==> src/mpba_pkg.sv <==
// ----------------------------------------------------------------------------
// mpba_pkg
// Shared types, constants and address helpers of the multi-pool allocator.
// ----------------------------------------------------------------------------
package mpba_pkg;

  localparam int HeapBytes = 4096;
  localparam int PoolLimit = 4;
  localparam int AddrW     = 12;
  localparam int SizeW     = 13;
  localparam int CountW    = 3;
  localparam int PoolW     = 2;
  localparam int ReqW      = 16;
  localparam int CfgIdxW   = 3;
  localparam int CfgDataW  = 13;

  // Configuration register indexes.
  localparam logic [CfgIdxW-1:0] CfgPoolCount  = 3'd0;
  localparam logic [CfgIdxW-1:0] CfgBlockSize0 = 3'd1;
  localparam logic [CfgIdxW-1:0] CfgBlockSize3 = 3'd4;

  typedef enum logic [1:0] {
    ACT_INIT  = 2'd0,
    ACT_ALLOC = 2'd1,
    ACT_FREE  = 2'd2,
    ACT_NOP   = 2'd3
  } action_e;

  typedef enum logic [1:0] {
    ST_OK       = 2'd0,
    ST_NO_BLOCK = 2'd1,
    ST_CFG_BAD  = 2'd2,
    ST_NOT_INIT = 2'd3
  } status_e;

  typedef enum logic [2:0] {
    DP_NONE,
    DP_INIT_START,
    DP_INIT_STEP,
    DP_ALLOC_READ,
    DP_ALLOC_DONE,
    DP_FREE,
    DP_RESULT
  } dp_op_e;

  typedef enum logic [2:0] {
    S_IDLE,
    S_DECODE,
    S_INIT,
    S_ALLOC,
    S_WAIT
  } fsm_e;

  typedef struct packed {
    logic    capture;
    dp_op_e  op;
    status_e res_status;
    logic    out_load;
  } dp_cmd_t;

  typedef struct packed {
    action_e action;
    logic    cfg_ok;
    logic    ready;
    logic    hit;
    logic    init_last;
    logic    out_free;
  } dp_stat_t;

  // Bytes of heap that each pool owns for a given pool count.
  function automatic logic [SizeW-1:0] share_of(input logic [CountW-1:0] count);
    logic [SizeW-1:0] s;
    case (count)
      3'd1:    s = SizeW'(HeapBytes / 1);
      3'd2:    s = SizeW'(HeapBytes / 2);
      3'd3:    s = SizeW'(HeapBytes / 3);
      3'd4:    s = SizeW'(HeapBytes / 4);
      default: s = '0;
    endcase
    return s;
  endfunction

  function automatic logic [AddrW-1:0] pool_start(input logic [PoolW-1:0]  idx,
                                                  input logic [CountW-1:0] count);
    logic [SizeW+1:0] prod;
    prod = (SizeW+2)'(idx) * (SizeW+2)'(share_of(count));
    return prod[AddrW-1:0];
  endfunction

  // One past the last byte of a pool.
  function automatic logic [SizeW-1:0] pool_stop(input logic [PoolW-1:0]  idx,
                                                 input logic [CountW-1:0] count);
    logic [SizeW+1:0] prod;
    prod = ((SizeW+2)'(idx) + (SizeW+2)'(1)) * (SizeW+2)'(share_of(count));
    return prod[SizeW-1:0];
  endfunction

endpackage

==> src/mpba_ctrl.sv <==
// ----------------------------------------------------------------------------
// mpba_ctrl
// Sequencer of the allocator: accepts a request, steps the datapath through
// initialize, allocate or free, and hands the result to the output register.
// ----------------------------------------------------------------------------
module mpba_ctrl (
  input  logic              clk_i,
  input  logic              rst_ni,
  input  logic              in_valid_i,
  output logic              in_ready_o,
  input  mpba_pkg::dp_stat_t stat_i,
  output mpba_pkg::dp_cmd_t  cmd_o
);

  mpba_pkg::fsm_e state_q, state_d;

  always_ff @(posedge clk_i or negedge rst_ni) begin
    if (!rst_ni) begin
      state_q <= mpba_pkg::S_IDLE;
    end else begin
      state_q <= state_d;
    end
  end

  always_comb begin
    state_d          = state_q;
    in_ready_o       = 1'b0;
    cmd_o.capture    = 1'b0;
    cmd_o.op         = mpba_pkg::DP_NONE;
    cmd_o.res_status = mpba_pkg::ST_OK;
    cmd_o.out_load   = 1'b0;
    case (state_q)
      mpba_pkg::S_IDLE: begin
        in_ready_o = 1'b1;
        if (in_valid_i) begin
          cmd_o.capture = 1'b1;
          state_d       = mpba_pkg::S_DECODE;
        end
      end
      mpba_pkg::S_DECODE: begin
        state_d = mpba_pkg::S_WAIT;
        case (stat_i.action)
          mpba_pkg::ACT_INIT: begin
            if (stat_i.cfg_ok) begin
              cmd_o.op = mpba_pkg::DP_INIT_START;
              state_d  = mpba_pkg::S_INIT;
            end else begin
              cmd_o.op         = mpba_pkg::DP_RESULT;
              cmd_o.res_status = mpba_pkg::ST_CFG_BAD;
            end
          end
          mpba_pkg::ACT_ALLOC: begin
            if (!stat_i.ready) begin
              cmd_o.op         = mpba_pkg::DP_RESULT;
              cmd_o.res_status = mpba_pkg::ST_NOT_INIT;
            end else if (!stat_i.hit) begin
              cmd_o.op         = mpba_pkg::DP_RESULT;
              cmd_o.res_status = mpba_pkg::ST_NO_BLOCK;
            end else begin
              cmd_o.op = mpba_pkg::DP_ALLOC_READ;
              state_d  = mpba_pkg::S_ALLOC;
            end
          end
          mpba_pkg::ACT_FREE: begin
            if (!stat_i.ready) begin
              cmd_o.op         = mpba_pkg::DP_RESULT;
              cmd_o.res_status = mpba_pkg::ST_NOT_INIT;
            end else begin
              cmd_o.op = mpba_pkg::DP_FREE;
            end
          end
          default: begin
            cmd_o.op         = mpba_pkg::DP_RESULT;
            cmd_o.res_status = mpba_pkg::ST_OK;
          end
        endcase
      end
      mpba_pkg::S_INIT: begin
        cmd_o.op = mpba_pkg::DP_INIT_STEP;
        if (stat_i.init_last) begin
          state_d = mpba_pkg::S_WAIT;
        end
      end
      mpba_pkg::S_ALLOC: begin
        cmd_o.op = mpba_pkg::DP_ALLOC_DONE;
        state_d  = mpba_pkg::S_WAIT;
      end
      mpba_pkg::S_WAIT: begin
        if (stat_i.out_free) begin
          cmd_o.out_load = 1'b1;
          state_d        = mpba_pkg::S_IDLE;
        end
      end
      default: begin
        state_d = mpba_pkg::S_IDLE;
      end
    endcase
  end

endmodule

==> config.mk <==
export PLATFORM = sky130hd
export DESIGN_NAME = mpba_ctrl
export DESIGN_NICKNAME = d
export VERILOG_FILES = /design/src/mpba_pkg.sv /design/src/mpba_ctrl.sv
export SDC_FILE = /design/constraint.sdc
export NUM_CORES = 1
export LEC_CHECK = 0
export BUFFER_PORTS_ARGS = -buffer_cell sky130_fd_sc_hd__buf_2
export CAP_MARGIN = 20
export CORE_AREA = 2 2 39 41
export DETAILED_ROUTE_END_ITERATION = 10
export DIE_AREA = 0 0 41 43
export GPL_ROUTABILITY_DRIVEN = 0
export GPL_TIMING_DRIVEN = 0
export MAX_ROUTING_LAYER = met4
export SETUP_SLACK_MARGIN = 0.2
export SYNTH_ARGS = -nofsm -noshare
export SYNTH_HDL_FRONTEND = slang
export SYNTH_SLANG_ARGS = --single-unit
==> constraint.sdc <==
create_clock -name clk_i -period 1.1 [get_ports clk_i]
set_input_delay 0.055 -clock clk_i [delete_from_list [all_inputs] [get_ports clk_i]]
set_output_delay 0.055 -clock clk_i [all_outputs]
set_load 0.05 [all_outputs]
# Word level (Yosys, flattened, before mapping)
# Cells that the tools add are included.
# op_classes
eq_ne,9
mux,23
n_reduce_logical,3
# ops
operator,count
3-bit 2-to-1 mux,8
3-bit case mux with 5 select lines,1
5-bit case mux with 3 select lines,1
3-bit case mux with 3 select lines,1
2-bit 2-to-1 mux,4
"3-bit by 2-bit == test with 1-bit output, second input constant",2
1-bit 2-to-1 mux,6
"2-bit inequality test, second input constant",3
3-bit case mux with 2 select lines,1
5-bit 2-to-1 mux,1
"3-bit by 1-bit == test with 1-bit output, second input constant",1
"3-bit == test, second input constant",1
3-bit logical NOT,1
3-bit AND reduction,1
"2-bit by 1-bit == test with 1-bit output, second input constant",1
"2-bit == test, second input constant",1
2-bit logical NOT,1
# word_totals
register_bits,3
output_inout_bits,8
wordCells,36

# Logic depth before layout (Yosys ltp)
# depth
depth_word,4
depth_mapped,4
ltp_nobuf,3

# Worst setup path before layout
# OpenSTA, ideal clock, no wires.
# synth_path
kind,reg2out
startpoint,register state_q[0]
endpoint,output cmd_o[6] (netlist name)
t_arrival_ns,2.141
required_time_ns,1.045
setup_slack_ns,-1.096
path_stages_with_launch,4
path_buffers,1
cell_sequence,dfrtp_1 > buf_2 > nor3_1 > and2_1
# synth_rtl
element,line,source
"start, declared",mpba_ctrl.sv:15,"mpba_pkg::fsm_e state_q, state_d;"
"start signal, assigned",mpba_ctrl.sv:19,state_q <= mpba_pkg::S_IDLE;
"start signal, assigned",mpba_ctrl.sv:21,state_q <= state_d;
"end, declared",mpba_ctrl.sv:12,output mpba_pkg::dp_cmd_t cmd_o

==> summary.txt <==
Clock network
  • Clock buffer count from CTS: 3
  • Worst-Skew Late Latency: around 0.23 ns
  • TritonCTS clock tree: built
  • Clock Path Buffers: 2
  • CTS Root Cell: clkbuf_4
  • Num Clock Sinks: 3
  • Clock-pin slew on the worst setup and hold paths: approximately 0.040 ns
  • H-tree depth: 1

Placement
  • Port bufs: 16
  • Dpl cells: around 70
  • DP Worst Slack: -0.319 ns
  • Placed cell areas: 487 µm²
  • Final HPWL DP: 625 µm

Logic synthesis
  • Post-synth EDFFs: 0
  • Sequential element share of the synthesized area: 0.235
  • Syn Nets: 47
  • Post-synth top area cell: dfrtp_1
  • Synth top area share: 0.235
  • Largest cells by area after synthesis: dfrtp_1 24%, mux2i_1 6.3%, nand2b_1 5.9%
  • Synth Flop Type: dfrtp_1
  • FF+latch count, synth: 3
  • Netlist cell types: 22
  • Syn Area/Cell: 8.62 µm²
  • YS warnings: 0
  • Post-synthesis async set-or-reset flop share: 1.00
  • Cells after Synth: 37
  • Synthesized area: between 300 and 400 µm²

STA
  • Fmax: about 730 MHz
  • Finish-stage setup viols: 10
  • Setup tns final: -1.89 ns
  • Post-route worst setup slack: -0.275 ns
  • Final Hold Fails: 0
  • Unrepaired setup endpoints after global routing: true
  • Clock skew: about 0.00019 ns
  • Worst-margin pin slew: 0.238 ns
  • Hold Slack: between 0.04 and 0.05 ns
  • Fin crit share: 1.25
  • Period minus WS final: 1.38 ns
  • Slew HR: 0.841
  • Slew Viols, Final: 0

Power and ir drop
  • Flop pwr share: 0.132
  • Power Internal: 835 µW
  • Logic pwr share: 0.744
  • Maximum vdd drop: 1.10 mV
  • Part of the power in the clock network: 0.124
  • Leakage Power: 0.314 nW
  • PD cells: 2220 nW/µm²
  • Overall Power: 1.54 mW
  • Switching power share of the total: 0.456
  • Net Switching: 700 µW

Cells and area
  • Fin cells: 84
  • Layout cells sized above 1: 0.691
  • Max reg flops: 3
  • P&R area growth vs syn: 116%
  • Core Util, Final: 0.499
  • Most flops, register: state_q
  • # diodes: 0
  • Largest regs: state_q (3)
  • Layout Nets: 79
  • Fin area: between 600 and 700 µm²

Worst hold path
  • Hold endpoint: state_q[1]
  • WHS Path Cells: 2
  • HP Class: in -> reg
  • HP Start: stat_i[1]

Die
  • Die W: 41 µm
  • Initial core utilization: 0.231
  • Site Rows: 14
  • Ports: 18
  • DIE AREA: 1760 µm²
  • Total core area: around 1400 µm²
  • Die Height: 43 µm

Global route
  • Antenna violations before repair: 0
  • Vias in the first global route: 416
  • Wire length of the first global-routing pass: around 1700 µm
  • Total Routing Usage GR: 0.142
  • Total grt overflow: 0
  • Largest net degree at the start of global routing: 9

Critical path
  • Startpoint Class: flop
  • Crit path launch: state_q[1]
  • Worst r2r src: state_q[0]
  • Worst EP arrival: 1.32 ns
  • Worst path cell trace: buf_4, nor3_4, and2_4, buf_8
  • Type of element capturing the critical path: output port
  • Worst r2r path cells: 6
  • R2R setup slack: -0.11 ns
  • CP Class: reg -> out
  • CP max stage delay: around 0.44 ns
  • Worst path top cell family by delay: flip-flops
  • Crit-path slowest cell: dfrtp_2
  • Req. time, crit path: 1.04 ns
  • RR Endpoint: state_q[2]
  • Worst-path fanout max: 5
  • Crit path buffers/inverters: 2

Route
  • Routed wire length: 1030 µm
  • DRT iter0 DRCs: 1
  • Drt pass-1 iters: 3
  • Post-route DRC: 0
  • Vias/cell: 4.69
  • DR WL/cell: between 10 and 15 µm
  • Final ANT Viol Nets: 0
  • Routed vias: 394

Status
  • Failing checks: negative setup slack
  • Status: finished with violations

Job
  • MaxCap Viol Count: 0
[final cells by class]
| type | instances | area [µm²] |
|---|---|---|
| fillers | 135 | 693 |
| clock buffers | 4 | 26.3 |
| plain buffers | 2 | 22.5 |
| flip-flops and latches | 3 | 77.6 |
| multi-input cells | 32 | 318 |
| repair buffers | 27 | 226 |
| well taps | 16 | 20.0 |
[worst max path at each step]
stage | endpoint | slack, ns | depth (start not counted)
floorplan | cmd_o[6] | -0.26 | 3
global placement | cmd_o[3] | -0.33 | 5
detailed placement | cmd_o[3] | -0.32 | 5
CTS | cmd_o[3] | -0.29 | 5
global route | cmd_o[3] | -0.35 | 5
finish | cmd_o[6] | -0.28 | 4
[cell families after synthesis]
kind of cell | after synthesis | share of synthesized area
buffers and inverters | 2 | 0.0510
AOI/OAI and AO/OA | 9 | 0.239
muxes | 2 | 0.0627
and+or+nand+nor | 21 | 0.412
DFF | 3 | 0.235
[synthesized netlist by cell type, types with 2 or more instances]
| cell | instances |
|---|---|
| nor2_1 | 3 |
| nor3_1 | 2 |
| mux2i_1 | 2 |
| nand2b_1 | 3 |
| nand2_1 | 4 |
| dfrtp_1 | 3 |
| nand3b_1 | 2 |
| nor2b_1 | 2 |
| a21oi_1 | 3 |
[repair_timing]
action	in CTS	in global routing
setup buffers	7	3
hold endpoints to repair	3	0
pin swaps	4	5
resized for setup	25	3
setup endpoints to repair	10	11
hold buffers	1	0
[power groups by stage]
stage	logic (mW)	registers, mW	clock network, mW
final	1.14	0.202	0.191
after detailed placement	0.779	0.204	0
after global placement	0.776	0.201	0
after global routing	1.20	0.210	0.200
after floorplan	0.646	0.192	0
after CTS	1.08	0.201	0.201
[cells in the final DEF, fill, tap and decap left out, drive strengths merged, types with 2 or more instances in the layout]
cell and n:
a21oi 3, buf 28, clkbuf 4, dfrtp 3, mux2i 2, nand2 4, nand2b 4, nand3b 2
nor2 3, nor2b 2, nor3 2
[metal layers]
metal	global-route usage	vias to the layer above	part of all wire
met1	0.175	188	0.41
met4	0.120	0	0.012
met5	-	-	0
met3	0	2	0.0078
met2	0.206	6	0.57
li1	-	198	-
Power figures use the tool's default switching activity.
